<file path="src/rtl/owm_pkg.sv">
// ----------------------------------------------------------------------------
// owm_pkg
// Shared constants, codes and controller/datapath interface types of the
// outlier-rejecting window mean.
// ----------------------------------------------------------------------------
package owm_pkg;

  localparam int WINDOW_DEPTH = 40;
  localparam int ANGLE_W      = 8;
  localparam int CMD_W        = 2;
  localparam int CNT_W        = $clog2(WINDOW_DEPTH + 1);
  localparam int IDX_W        = $clog2(WINDOW_DEPTH);
  localparam int SUM_W        = ANGLE_W + CNT_W;
  localparam int SQ_TERM_W    = 2 * ANGLE_W;
  localparam int SQ_W         = SQ_TERM_W + CNT_W;
  localparam int DIV_W        = SQ_W;
  localparam int DCNT_W       = $clog2(DIV_W);

  localparam logic signed [ANGLE_W-1:0] NO_DETECTION = ANGLE_W'(90);

  typedef enum logic [CMD_W-1:0] {
    CMD_PUSH  = 2'd0,
    CMD_MEAN  = 2'd1,
    CMD_CLEAR = 2'd2,
    CMD_NONE  = 2'd3
  } cmd_t;

  typedef enum logic [1:0] {
    DIV_MEAN = 2'd0,
    DIV_VAR  = 2'd1,
    DIV_RES  = 2'd2
  } div_sel_t;

  typedef struct packed {
    logic     push;
    logic     clr;
    logic     init;
    logic     rot;
    logic     acc_sum;
    logic     acc_sq;
    logic     walk;
    logic     div_go;
    div_sel_t div_sel;
    logic     emit_empty;
    logic     emit_first;
  } dp_cmd_t;

  typedef struct packed {
    logic empty;
    logic idx_last;
    logic div_done;
    logic n_zero;
  } dp_stat_t;

endpackage

</file>
<file path="src/rtl/owm_div.sv">
// ----------------------------------------------------------------------------
// owm_div
// Serial restoring divider: signed dividend by unsigned nonzero divisor,
// one quotient bit per cycle, quotient truncated toward zero.
// ----------------------------------------------------------------------------
module owm_div (
  input  logic                               clk,
  input  logic                               rst_n,
  input  logic                               go,
  input  logic signed [owm_pkg::DIV_W:0]     dividend,
  input  logic        [owm_pkg::CNT_W-1:0]   divisor,
  output logic                               done,
  output logic signed [owm_pkg::DIV_W:0]     quotient
);

  logic                          busy_r;
  logic                          done_r;
  logic [owm_pkg::DCNT_W-1:0]    cnt_r;
  logic [owm_pkg::CNT_W-1:0]     rem_r;
  logic [owm_pkg::DIV_W-1:0]     quo_r;
  logic                          neg_r;

  logic [owm_pkg::DIV_W:0]       neg_dvd;
  logic [owm_pkg::CNT_W:0]       rem_sh;
  logic [owm_pkg::CNT_W:0]       rem_sub;
  logic                          ge;

  assign neg_dvd = -dividend;
  assign rem_sh  = {rem_r, quo_r[owm_pkg::DIV_W-1]};
  assign ge      = (rem_sh >= {1'b0, divisor});
  assign rem_sub = rem_sh - {1'b0, divisor};

  always_ff @(posedge clk) begin
    if (!rst_n) begin
      busy_r <= 1'b0;
      done_r <= 1'b0;
    end else begin
      done_r <= 1'b0;
      if (go) begin
        busy_r <= 1'b1;
      end else if (busy_r && cnt_r == '0) begin
        busy_r <= 1'b0;
        done_r <= 1'b1;
      end
    end
  end

  // Shift the dividend out of the top of quo_r while quotient bits enter below.
  always_ff @(posedge clk) begin
    if (go) begin
      cnt_r <= owm_pkg::DCNT_W'(owm_pkg::DIV_W - 1);
      rem_r <= '0;
      neg_r <= dividend[owm_pkg::DIV_W];
      quo_r <= dividend[owm_pkg::DIV_W] ? neg_dvd[owm_pkg::DIV_W-1:0]
                                        : dividend[owm_pkg::DIV_W-1:0];
    end else if (busy_r) begin
      cnt_r <= cnt_r - 1'b1;
      rem_r <= ge ? rem_sub[owm_pkg::CNT_W-1:0] : rem_sh[owm_pkg::CNT_W-1:0];
      quo_r <= {quo_r[owm_pkg::DIV_W-2:0], ge};
    end
  end

  assign done     = done_r;
  assign quotient = neg_r ? -$signed({1'b0, quo_r}) : $signed({1'b0, quo_r});

endmodule

</file>
<file path="src/rtl/owm_ctrl.sv">
// ----------------------------------------------------------------------------
// owm_ctrl
// Command decode and sequencing of the three window passes and divisions.
// ----------------------------------------------------------------------------
module owm_ctrl (
  input  logic                               clk,
  input  logic                               rst_n,
  input  logic                               start,
  input  logic [owm_pkg::CMD_W-1:0]          in_cmd,
  input  logic signed [owm_pkg::ANGLE_W-1:0] in_angle,
  input  owm_pkg::dp_stat_t                  stat,
  output logic                               busy,
  output owm_pkg::dp_cmd_t                   cmd
);

  typedef enum logic [9:0] {
    S_IDLE      = 10'b00_0000_0001,
    S_SUM       = 10'b00_0000_0010,
    S_MEAN_GO   = 10'b00_0000_0100,
    S_MEAN_WAIT = 10'b00_0000_1000,
    S_SQ        = 10'b00_0001_0000,
    S_VAR_GO    = 10'b00_0010_0000,
    S_VAR_WAIT  = 10'b00_0100_0000,
    S_WALK      = 10'b00_1000_0000,
    S_RES_GO    = 10'b01_0000_0000,
    S_RES_WAIT  = 10'b10_0000_0000
  } state_t;

  state_t state_r, state_nxt;
  logic   accept;

  assign busy   = (state_r != S_IDLE);
  assign accept = start && !busy;

  always_comb begin
    state_nxt = state_r;
    cmd       = '0;
    cmd.div_sel = owm_pkg::DIV_MEAN;
    unique case (state_r)
      S_IDLE: begin
        if (accept) begin
          unique case (owm_pkg::cmd_t'(in_cmd))
            owm_pkg::CMD_PUSH: begin
              cmd.push = (in_angle != owm_pkg::NO_DETECTION);
            end
            owm_pkg::CMD_MEAN: begin
              if (stat.empty) begin
                cmd.emit_empty = 1'b1;
              end else begin
                cmd.init  = 1'b1;
                state_nxt = S_SUM;
              end
            end
            owm_pkg::CMD_CLEAR: begin
              cmd.clr = 1'b1;
            end
            default: begin
            end
          endcase
        end
      end
      S_SUM: begin
        cmd.rot     = 1'b1;
        cmd.acc_sum = 1'b1;
        if (stat.idx_last) state_nxt = S_MEAN_GO;
      end
      S_MEAN_GO: begin
        cmd.div_go = 1'b1;
        state_nxt  = S_MEAN_WAIT;
      end
      S_MEAN_WAIT: begin
        if (stat.div_done) state_nxt = S_SQ;
      end
      S_SQ: begin
        cmd.rot    = 1'b1;
        cmd.acc_sq = 1'b1;
        if (stat.idx_last) state_nxt = S_VAR_GO;
      end
      S_VAR_GO: begin
        cmd.div_sel = owm_pkg::DIV_VAR;
        cmd.div_go  = 1'b1;
        state_nxt   = S_VAR_WAIT;
      end
      S_VAR_WAIT: begin
        cmd.div_sel = owm_pkg::DIV_VAR;
        if (stat.div_done) state_nxt = S_WALK;
      end
      S_WALK: begin
        cmd.rot  = 1'b1;
        cmd.walk = 1'b1;
        if (stat.idx_last) state_nxt = S_RES_GO;
      end
      S_RES_GO: begin
        cmd.div_sel = owm_pkg::DIV_RES;
        if (stat.n_zero) begin
          cmd.emit_first = 1'b1;
          state_nxt      = S_IDLE;
        end else begin
          cmd.div_go = 1'b1;
          state_nxt  = S_RES_WAIT;
        end
      end
      S_RES_WAIT: begin
        cmd.div_sel = owm_pkg::DIV_RES;
        if (stat.div_done) state_nxt = S_IDLE;
      end
      default: begin
        state_nxt = S_IDLE;
      end
    endcase
  end

  always_ff @(posedge clk) begin
    if (!rst_n) begin
      state_r <= S_IDLE;
    end else begin
      state_r <= state_nxt;
    end
  end

endmodule

</file>
<file path="src/rtl/owm_dp.sv">
// ----------------------------------------------------------------------------
// owm_dp
// Sample window shift line, pass accumulators, shared divider and result
// registers.
// ----------------------------------------------------------------------------
module owm_dp (
  input  logic                                clk,
  input  logic                                rst_n,
  input  owm_pkg::dp_cmd_t                    cmd,
  input  logic signed [owm_pkg::ANGLE_W-1:0]  in_angle,
  output owm_pkg::dp_stat_t                   stat,
  output logic                                out_strobe,
  output logic signed [owm_pkg::ANGLE_W-1:0]  out_mean_angle,
  output logic                                out_empty_res
);

  localparam int D = owm_pkg::WINDOW_DEPTH;

  logic signed [owm_pkg::ANGLE_W-1:0] win_r [D];
  logic [owm_pkg::CNT_W-1:0]          count_r, count_nxt;
  logic [owm_pkg::CNT_W-1:0]          n_r, n_nxt;
  logic [owm_pkg::IDX_W-1:0]          idx_r, idx_nxt;
  logic signed [owm_pkg::SUM_W-1:0]   sum_r, sum_nxt;
  logic [owm_pkg::SQ_W-1:0]           sq_r, sq_nxt;
  logic signed [owm_pkg::ANGLE_W-1:0] m_r;
  logic [owm_pkg::SQ_W-1:0]           q_r;
  logic signed [owm_pkg::ANGLE_W-1:0] first_r;
  logic                               out_strobe_r;
  logic signed [owm_pkg::ANGLE_W-1:0] out_mean_r;
  logic                               out_empty_r;

  logic signed [owm_pkg::ANGLE_W-1:0]   x;
  logic signed [owm_pkg::ANGLE_W:0]     d;
  logic signed [2*owm_pkg::ANGLE_W+1:0] dd_full;
  logic [owm_pkg::SQ_TERM_W-1:0]        dd;
  logic                                 in_range;
  logic                                 outlier;
  logic                                 div_done;
  logic signed [owm_pkg::DIV_W:0]       dividend;
  logic signed [owm_pkg::DIV_W:0]       quotient;

  // The window is read only at its head; the passes rotate it all the way round.
  assign x        = win_r[0];
  assign d        = $signed({x[owm_pkg::ANGLE_W-1], x}) - $signed({m_r[owm_pkg::ANGLE_W-1], m_r});
  assign dd_full  = d * d;
  assign dd       = dd_full[owm_pkg::SQ_TERM_W-1:0];
  assign in_range = (owm_pkg::CNT_W'(idx_r) < n_r);
  assign outlier  = in_range && (owm_pkg::SQ_W'(dd) > q_r);

  always_ff @(posedge clk) begin
    if (cmd.push) begin
      win_r[0] <= in_angle;
      for (int i = 1; i < D; i++) win_r[i] <= win_r[i-1];
    end else if (cmd.rot) begin
      for (int i = 0; i < D - 1; i++) win_r[i] <= win_r[i+1];
      win_r[D-1] <= win_r[0];
    end
  end

  always_comb begin
    count_nxt = count_r;
    if (cmd.clr) begin
      count_nxt = '0;
    end else if (cmd.push && count_r < owm_pkg::CNT_W'(D)) begin
      count_nxt = count_r + 1'b1;
    end

    idx_nxt = idx_r;
    if (cmd.init) begin
      idx_nxt = '0;
    end else if (cmd.rot) begin
      idx_nxt = (idx_r == owm_pkg::IDX_W'(D - 1)) ? '0 : idx_r + 1'b1;
    end

    sum_nxt = sum_r;
    sq_nxt  = sq_r;
    n_nxt   = n_r;
    if (cmd.init) begin
      sum_nxt = '0;
      sq_nxt  = '0;
      n_nxt   = count_r;
    end else if (cmd.acc_sum && in_range) begin
      sum_nxt = sum_r + owm_pkg::SUM_W'(x);
    end else if (cmd.acc_sq && in_range) begin
      sq_nxt = sq_r + owm_pkg::SQ_W'(dd);
    end else if (cmd.walk && outlier) begin
      // Drop the outlier from both the count and the running sum.
      n_nxt   = n_r - 1'b1;
      sum_nxt = sum_r - owm_pkg::SUM_W'(x);
    end
  end

  always_ff @(posedge clk) begin
    if (!rst_n) begin
      count_r <= '0;
    end else begin
      count_r <= count_nxt;
    end
  end

  always_ff @(posedge clk) begin
    idx_r <= idx_nxt;
    sum_r <= sum_nxt;
    sq_r  <= sq_nxt;
    n_r   <= n_nxt;
    if (cmd.init) first_r <= x;
  end

  always_comb begin
    case (cmd.div_sel)
      owm_pkg::DIV_VAR: dividend = $signed({1'b0, sq_r});
      default:          dividend = (owm_pkg::DIV_W+1)'(sum_r);
    endcase
  end

  owm_div u_div (
    .clk      (clk),
    .rst_n    (rst_n),
    .go       (cmd.div_go),
    .dividend (dividend),
    .divisor  (n_r),
    .done     (div_done),
    .quotient (quotient)
  );

  always_ff @(posedge clk) begin
    if (div_done && cmd.div_sel == owm_pkg::DIV_MEAN) m_r <= quotient[owm_pkg::ANGLE_W-1:0];
    if (div_done && cmd.div_sel == owm_pkg::DIV_VAR)  q_r <= quotient[owm_pkg::SQ_W-1:0];
  end

  always_ff @(posedge clk) begin
    if (!rst_n) begin
      out_strobe_r <= 1'b0;
    end else begin
      out_strobe_r <= cmd.emit_empty || cmd.emit_first ||
                      (div_done && cmd.div_sel == owm_pkg::DIV_RES);
    end
  end

  always_ff @(posedge clk) begin
    if (cmd.emit_empty) begin
      out_mean_r  <= '0;
      out_empty_r <= 1'b1;
    end else if (cmd.emit_first) begin
      out_mean_r  <= first_r;
      out_empty_r <= 1'b0;
    end else if (div_done && cmd.div_sel == owm_pkg::DIV_RES) begin
      out_mean_r  <= quotient[owm_pkg::ANGLE_W-1:0];
      out_empty_r <= 1'b0;
    end
  end

  assign stat.empty    = (count_r == '0);
  assign stat.idx_last = (idx_r == owm_pkg::IDX_W'(D - 1));
  assign stat.div_done = div_done;
  assign stat.n_zero   = (n_r == '0);

  assign out_strobe     = out_strobe_r;
  assign out_mean_angle = out_mean_r;
  assign out_empty_res  = out_empty_r;

endmodule

</file>
<file path="src/rtl/outlier_rejecting_window_mean.sv">
// ----------------------------------------------------------------------------
// outlier_rejecting_window_mean
// Sigma-clipped mean over a newest-first window of signed angle samples.
// ----------------------------------------------------------------------------
// A command is taken at a rising edge where start is high and busy is low.
// Push (angle 90 means no detection and is dropped) and clear give no
// result. Compute on an empty window gives one result (mean 0, empty flag
// set) in the next cycle. Compute on a filled window runs three full
// rotations of the window (sum, squared deviations, outlier walk) and
// three serial divisions of DIV_W bits each, holding busy high throughout;
// when every sample is rejected the last division is skipped. The
// single-port window rotation and the one-bit-per-cycle divider set how
// long busy stays high. The result appears on out_mean_angle/out_empty_res,
// flagged by out_strobe for exactly one cycle; after a filled compute that
// is the same cycle in which busy falls. The receiver cannot stall it, so
// sample it whenever out_strobe is high.
// ----------------------------------------------------------------------------
module outlier_rejecting_window_mean (
  input  logic                                clk,
  input  logic                                rst_n,
  input  logic                                start,
  output logic                                busy,
  input  logic [owm_pkg::CMD_W-1:0]           in_cmd,
  input  logic signed [owm_pkg::ANGLE_W-1:0]  in_angle,
  output logic                                out_strobe,
  output logic signed [owm_pkg::ANGLE_W-1:0]  out_mean_angle,
  output logic                                out_empty_res
);

  owm_pkg::dp_cmd_t  dp_cmd;
  owm_pkg::dp_stat_t dp_stat;

  // Sequence the passes: decode commands, then walk sum, variance, outliers.
  owm_ctrl u_ctrl (
    .clk      (clk),
    .rst_n    (rst_n),
    .start    (start),
    .in_cmd   (in_cmd),
    .in_angle (in_angle),
    .stat     (dp_stat),
    .busy     (busy),
    .cmd      (dp_cmd)
  );

  // Hold the window and accumulators; drive the result beat.
  owm_dp u_dp (
    .clk            (clk),
    .rst_n          (rst_n),
    .cmd            (dp_cmd),
    .in_angle       (in_angle),
    .stat           (dp_stat),
    .out_strobe     (out_strobe),
    .out_mean_angle (out_mean_angle),
    .out_empty_res  (out_empty_res)
  );

endmodule

</file>
<file path="config.mk">
export PLATFORM = sky130hd
export DESIGN_NAME = outlier_rejecting_window_mean
export DESIGN_NICKNAME = d
export VERILOG_FILES = /design/src/rtl/owm_pkg.sv /design/src/rtl/owm_div.sv /design/src/rtl/owm_ctrl.sv /design/src/rtl/owm_dp.sv /design/src/rtl/outlier_rejecting_window_mean.sv
export SDC_FILE = /design/constraint.sdc
export NUM_CORES = 1
export LEC_CHECK = 0
export BUFFER_PORTS_ARGS = -buffer_cell sky130_fd_sc_hd__buf_4
export CORE_MARGIN = 2
export CORE_UTILIZATION = 64
export DETAILED_ROUTE_END_ITERATION = 7
export PLACE_DENSITY_LB_ADDON = 0.12
export SLEW_MARGIN = 20
export SYNTH_ARGS = -nofsm -noshare
export SYNTH_HDL_FRONTEND = slang
export SYNTH_SLANG_ARGS = --single-unit
export TNS_END_PERCENT = 1
</file>
<file path="constraint.sdc">
create_clock -name clk -period 15 [get_ports clk]
set_input_delay 3 -clock clk [delete_from_list [all_inputs] [get_ports clk]]
set_output_delay 3 -clock clk [all_outputs]
set_load 0.005 [all_outputs]
</file>
==> results.md, run 1 <==
- Outcome: completed
- Hold-fix buffers, CTS: 0
- HPWL after detailed placement: 33000 µm
- Post-synth top cells: edfxtp_1, nand2_1, mux2_2
- Synthesized instance count: 2093
- Worst setup path class: flop to flop
- Critical Path Max Stage Delay: 0.55 ns
- H-tree lvl count: 2
- Pins Over Slew Limit: 0
- Antenna fix cells: 0
- Mean routed wirelength per cell: 18.0 µm
- Total routed wirelength: 48000 µm
- Synthesis Warnings: 0
- Crit. Startpoint: u_dp.win_r[0][1]
- Fraction of post-synthesis cell area in the top cell type by area: 46.6%
- Number of flops mapped to enable cells by yosys: 387
- Met2 Routed Length: 23400 µm
- Fmax: 113 MHz
- Data arrival time of the worst path: 9.32 ns
- Setup violations, final: 0
- Biggest area contributors in the synthesized netlist: edfxtp_1, mux2_2, dfxtp_1, ha_1, fa_1
- Primary FF master, synth: edfxtp_1
- Pin count of the biggest net entering global routing: 179
- Tmin final: 8.87 ns
- Total congestion overflow: 0
- Total via count after detailed routing: 15400
- Die X: 201 µm
- Final Hold Fails: 0
- Number of buffers on the longest clock path: 3
- Worst-skew pair later-pin latency: 0.59 ns
- Overall track demand over capacity in global routing: 24.0%
- Std-Cell Rows: 72
- Top-level port count: 24
- Vert. Die Dim: 201 µm
- Clock sinks: 468
- Initial DRC Count: 970
- Slew at the pin closest to its max-slew limit: 1.13 ns
- Detailed Routing Iterations Pass 1: 5
- Number of nets in the final layout: 2278
- Cell Pwr Density: 152 nW/µm²
- Initial antenna violation count: 0
- Met3 wire length: 1450 µm
- Max-slew headroom at the worst pin: 24.6%
- Average vias per placed instance: 5.79
- Family with the most delay on the worst path: adder cells
- Max-Cap Viols: 0
- Per-instance average area after synthesis: 11.9 µm²
- Worst path required time: 15.44 ns
- Number of global-route vias before repair: 15600
- Cell with the largest stage delay on the worst path: fa_1
- Root cell of the clock tree: clkbuf_16
- Core footprint: 38600 µm²
- Launch point of the worst hold path: u_dp.sq_r[7]
- Die footprint: 40600 µm²
- RSZ-0062 raised after global routing: false
- Quantity of gates resized following cts: 0
- Worst hold margin: 0.485 ns
- Wire length of the first global-routing pass: 79100 µm
- Number of clock buffers inserted by TritonCTS: 48
- Top-count cell post-synth: edfxtp_1
- Post-synth ARST share: 0%
- Synthesis-to-layout area growth: 8.75%
- TritonCTS clock tree: built
- Met1 routed wirelength after detailed routing: 21400 µm
- Post-DRT Antenna Nets: 0
- Nets in the synthesized netlist: 2266
- Quantity of I/O buffers inserted on ports: 23
- Critical path fanouts, max: 18
- Pleak: 10.5 nW
- Number of synthesized register bits: 468
- Path class of the lowest-slack min-delay path: flop to flop
- Critical path startpoint category: flop
- Yosys top cell by area: edfxtp_1
- Setup clock skew after layout: 0.0199 ns
- Post-synthesis sequential area ratio: 53.1%
- Endpoint class of the critical path: flop
- Startpoint of the worst register-to-register path: u_dp.win_r[0][1]
- Cell area after synthesis: 24900 µm²
- Highest routed metal layer: met4
- Number of post-CTS setup repair buffers: 0
- Register Area: 13200 µm²
- Initial standard-cell utilization of the core: 64.7%
- Unique masters post-synth: 66
- Count of buffer and inverter cells on the critical path: 6
- Number of fill cells: 2802
- Max VDD drop: 0.000133 V
- Number of DRC violations after detailed routing: 0
- Last weighted congestion value of the routability-driven placer: 0.887
- Area of combinational cells with multiple inputs: 10900 µm²
- Share of layout cells above drive strength 1: 17.7%
- Summed negative setup slack over all endpoints: 0 ns
- Clock-pin transition on the worst setup and hold timing paths: 0.06 ns
- Crit share post-route: 59.2%
==> tightest hold or removal path, cell delays in order (launching register included) <==
cell and delay (ns):
dfxtp_1 0.33, nand2_1 0.06, a21oi_1 0.05
==> final cells by class <==
type	instances	area share [%]
Clock buffer	67	4.84
Tap cell	518	2.39
Clock inverter	19	0.614
Multi-Input combinational cell	1418	40.3
Sequential cell	468	48.8
Inverter	130	1.80
Timing Repair Buffer	39	1.20
==> path summary, 6_finish.rpt <==
| check | slack [ns] | cells after the start | end |
|---|---|---|---|
| setup reg to reg | 6.13 | 33 | u_dp.sum_r[8] |
| hold / removal | 0.49 | 2 | u_dp.sq_r[7] |
| setup / recovery | 6.13 | 33 | u_dp.sum_r[8] |
| hold reg to reg | 0.49 | 2 | u_dp.sq_r[7] |
==> cell usage in the layout, fill, tap and decap left out, types with 14 or more instances in the layout <==
cell type	count
nand2_1	308
inv_1	126
dfxtp_1	81
mux2_2	266
a21o_1	22
or3_1	17
nand4_1	14
nor3_1	29
a21oi_1	63
clkbuf_1	16
fa_1	58
clkinv_1	15
o31ai_1	14
nand3_1	25
xnor2_1	75
edfxtp_1	387
xor2_1	29
clkbuf_16	49
mux2i_1	30
o21ai_0	66
nor4_1	16
ha_1	102
nor2_1	131
nand2b_1	23
buf_4	36
==> sequential cells by signal, indices dropped and copies added, names as in the netlist, 5 cells and up <==
register             count
u_dp.win_r             320
u_dp.q_r                22
u_dp.sq_r               22
u_dp.u_div.quo_r        22
u_dp.sum_r              14
u_ctrl.state_r          10
u_dp.first_r             8
u_dp.m_r                 8
u_dp.out_mean_angle      8
u_dp.count_r             6
u_dp.idx_r               6
u_dp.n_r                 6
u_dp.u_div.rem_r         6
u_dp.u_div.cnt_r         5
==> stage by stage <==
stage / total power [W] / cell area (µm²) / setup slack (ns) / cells / utilization [%]
after global routing: 0.00437 / 27100 / 5.36 / 2659 / 70.3
after global placement: 0.00293 / 25600 / 6.53 / 2572 / 66.5
final: 0.00411 / 27100 / 6.13 / 2659 / 70.3
after floorplan: 0.00266 / 24900 / 3.11 / 2093 / -
after CTS: 0.00412 / 27100 / 6.16 / 2658 / 70.3
after detailed placement: 0.00297 / 25600 / 6.21 / 2572 / 66.5
==> layer usage <==
layer	track usage [%]	vias to the layer above
met5	0	-
met4	9.64	0
met3	3.14	96
met2	40.8	247
met1	31.6	7533
li1	-	7514
==> power breakdown <==
group | switching (W) | internal (W)
clock network | 0.000492 | 0.000647
registers | 0.0000759 | 0.00148
logic | 0.000805 | 0.000619
==> cell families after synthesis <==
group           share of synthesized area (%)
compound gates                           6.13
mux                                      13.2
fa+ha+maj                                9.77
buf+inv                                  3.12
flops                                    53.1
simple gates                             11.0
xor+xnor                                 3.65
No activity file was read; power rests on OpenSTA's default activity.
==> run 2: changes to the inputs <==
Settings changed: ABC_AREA set to 1.
Clock period 15 ns to 9.1 ns, I/O delays scaled along.
==> run 2 against run 1 <==
Against the previous run: die area is 3.6% higher; cell area up 3.2%; cell count increased by 30%; clock skew grew 0.014 ns; critical endpoint is now u_dp.sum_r[11].
==> results.md, run 2 <==
- Initial DRC Count: 1603 (+65%)
- Data arrival time of the worst path: 9.01 ns (-0.31 ns)
- Worst path required time: 9.63 ns (-5.81 ns)
- Critical path fanouts, max: 15 (-3)
- Met2 Use GR: 43.7% (+3.0 points)
- Most common cell after layout, fill and taps aside: nand2_1
- RSZ-0062 raised after global routing: false
- Cell with the largest stage delay on the worst path: fa_1
- Yosys top cell by area: edfxtp_1
- Simple-gate share of the synthesized area: 21.4% (+10 points)
- Pin count of the biggest net entering global routing: 234 (+31%)
- Number of post-CTS setup repair buffers: 0 (unchanged)
- Number of flops mapped to enable cells by yosys: 387 (unchanged)
- Per-instance average area after synthesis: 8.88 µm² (-25%)
- Setup violations, final: 0 (unchanged)
- Number of clock buffers inserted by TritonCTS: 47 (-2.1%)
- Hold-fix buffers, CTS: 0 (unchanged)
- Arithmetic-cell share of the synthesized area counting full adders, half adders and majority gates: 9.42% (-0.35 points)
- Number of DRC violations after detailed routing: 0 (unchanged)
- Total congestion overflow: 0 (unchanged)
- Area fraction in compound gates after synthesis: 8.33% (+2.2 points)
- Detailed Routing Iterations Pass 1: 7 (+2)
- Average vias per placed instance: 5.50 (-4.9%)
- Initial standard-cell utilization of the core: 64.9% (+0.26 points)
- Summed negative setup slack over all endpoints: 0 ns (unchanged)
- H-tree lvl count: 2 (unchanged)
- Post-synth top cells: nand2_1, edfxtp_1, inv_1
- Most prevalent standard cell on the critical path: inv_1
- Post-DRT Antenna Nets: 0 (unchanged)
- Number of buffers on the longest clock path: 3 (unchanged)
- Worst-skew pair later-pin latency: 0.60 ns (about the same)
- Endpoint, Worst Hold: u_dp.u_div.rem_r[5]
- Number of global-route vias before repair: 18100 (+16%)
- Share of layout cells above drive strength 1: 5.58% (-12 points)
- Reg2Reg Setup Slack: 0.62 ns (-5.51 ns)
- Post-synth ARST share: 0% (unchanged)
- Post-synthesis sequential area ratio: 51.2% (-1.9 points)
- Unique masters post-synth: 52 (-21%)
- Endpoint class of the critical path: flop
- Die footprint: 42000 µm² (+3.6%)
- Synthesized instance count: 2913 (+39%)
- Quantity of gates resized following cts: 0 (unchanged)
- FF-to-FF path depth: 42 (+27%)
- Core footprint: 39800 µm² (+3.3%)
- Commonest cells after routing, fill and taps aside: nand2_1, edfxtp_1, inv_1
- TritonCTS clock tree: built
- Critical Path Max Stage Delay: 0.55 ns (about the same)
- Number of nets in the final layout: 3076 (+35%)
- Crit share post-route: 93.2% (+34 points)
- Std-Cell Rows: 73 (+1.4%)
- Clock-pin transition on the worst setup and hold timing paths: 0.06 ns (about the same)
- Nets in the synthesized netlist: 3086 (+36%)
- Total routed wirelength: 54000 µm (+12%)
- Path class of the lowest-slack min-delay path: flop to flop
- Die X: 205 µm (+1.8%)
- Antenna fix cells: 0 (unchanged)
- Max-Cap Viols: 0 (unchanged)
- Fraction of post-synthesis cell area in the top cell type by area: 44.9% (-1.7 points)
- HPWL after detailed placement: 37800 µm (+15%)
- Fmax: 118 MHz (+4.6%)
- Vert. Die Dim: 205 µm (+1.8%)
- Grt peak-use layer: met2
- Total via count after detailed routing: 19100 (+24%)
- Root cell of the clock tree: clkbuf_16
- Met3 GRT Util: 3.40% (+0.26 points)
- Number of synthesized register bits: 468 (unchanged)
- FF-to-FF End: u_dp.sum_r[11]
- Synthesis-to-layout area growth: 8.19%
- Dominant combinational cell family by area after synthesis: simple AND/OR/NAND/NOR gates
- Last weighted congestion value of the routability-driven placer: 0.934 (+5.3%)
- Primary FF master, synth: edfxtp_1
- Post-synthesis xor/xnor area fraction: 2.61% (-1.0 points)
- Tmin final: 8.48 ns (-0.390 ns)
- Mean routed wirelength per cell: 15.6 µm (-14%)
- Pins Over Slew Limit: 0 (unchanged)
- Largest register FFs: 320 (unchanged)
- Synthesis Warnings: 0 (unchanged)
- Max-slew headroom at the worst pin: 32.6% (+7.9 points)
- Top-level port count: 24 (unchanged)
- Register with the most flip-flops: u_dp.win_r
- Launch point of the worst hold path: u_dp.u_div.rem_r[5]
- Met1 track utilization from global routing: 36.4% (+4.8 points)
- Cell count of the worst hold path: 2 (unchanged)
- Top-count cell post-synth: nand2_1
- Outcome: completed
- Setup clock skew after layout: 0.0343 ns (+0.0145 ns)
- Quantity of I/O buffers inserted on ports: 23 (unchanged)
- Startpoint of the worst register-to-register path: u_dp.win_r[0][0]
- Worst setup path class: flop to flop
- Initial antenna violation count: 0 (unchanged)
- Biggest area contributors in the synthesized netlist: edfxtp_1, nand2_1, dfxtp_1, inv_1, ha_1
- Cell area after synthesis: 25900 µm² (+3.7%)
- Proportion of synthesized area in mux cells: 0.0435% (-13 points)
- Slew at the pin closest to its max-slew limit: 1.01 ns (-0.120 ns)
- Wire length of the first global-routing pass: 89100 µm (+13%)
- Critical path startpoint category: flop
- Overall track demand over capacity in global routing: 26.3% (+2.3 points)
- Final Hold Fails: 0 (unchanged)
- Clock sinks: 468 (unchanged)
## run 2: worst max-delay path: cells and delay by family (launching register included)
kind | cells | cell delay, ns
xor gates and xnor gates | 1 | 0.14
and+or+nand+nor | 17 | 2.04
AOI/OAI and AO/OA | 5 | 0.91
buffers and inverters | 10 | 1.08
DFF | 1 | 0.38
adders and majority gates | 9 | 3.87
## run 2: worst max-delay path by stage
| stage | start | end | slack [ns] | cells past startpoint |
|---|---|---|---|---|
| 6_report | u_dp.win_r[0][0] | u_dp.sum_r[11] | 0.62 | 42 |
| 5_1_grt | u_dp.win_r[0][0] | u_dp.sum_r[1] | 0.01 | 42 |
| 3_5_place_dp | u_dp.win_r[0][0] | u_dp.sum_r[10] | 0.51 | 42 |
| 3_3_place_gp | u_dp.win_r[0][0] | u_dp.sum_r[8] | 0.91 | 42 |
| 2_1_floorplan | u_dp.win_r[0][0] | u_dp.n_r[0] | 1.47 | 37 |
| 4_1_cts | u_dp.win_r[0][0] | u_dp.sum_r[10] | 0.49 | 42 |
## run 2: final cells by class
type                       instances  area, µm²
clock buffer                      57       1290
timing repair buffer              36        295
inverter                         369       1400
clock inverter                    29        246
tap                              525        657
sequential                       468      13200
fill                            3102      11800
multi-input combinational       1981      10900
## run 2: kinds of logic after synthesis
family | after synthesis
fa+ha+maj | 160
compound gates | 406
buf+inv | 464
xor+xnor | 77
simple gates | 1337
mux | 1
flops | 468
## run 2: routing by layer
metal	vias to the layer above	wire length, µm
li1	9497	-
met1	9057	24400
met2	426	25800
met5	-	0
met3	88	2370
met4	0	1420
## run 2: through the flow
step | worst slack, ns | instance area [µm²] | utilization [%] | hold slack [ns] | instances
global placement | 0.911 | 26400 | 66.4 | 0.437 | 3379
CTS | 0.488 | 28000 | 70.2 | 0.462 | 3465
floorplan | 1.47 | 25900 | - | 0.419 | 2913
detailed placement | 0.510 | 26400 | 66.4 | 0.452 | 3379
finish | 0.617 | 28000 | 70.3 | 0.461 | 3465
global route | 0.0150 | 28000 | 70.3 | 0.483 | 3465
Power of run 2 is left out: the tool's default activity adds up to more than one toggle a clock period on the data nets, which glitch-free logic cannot reach.
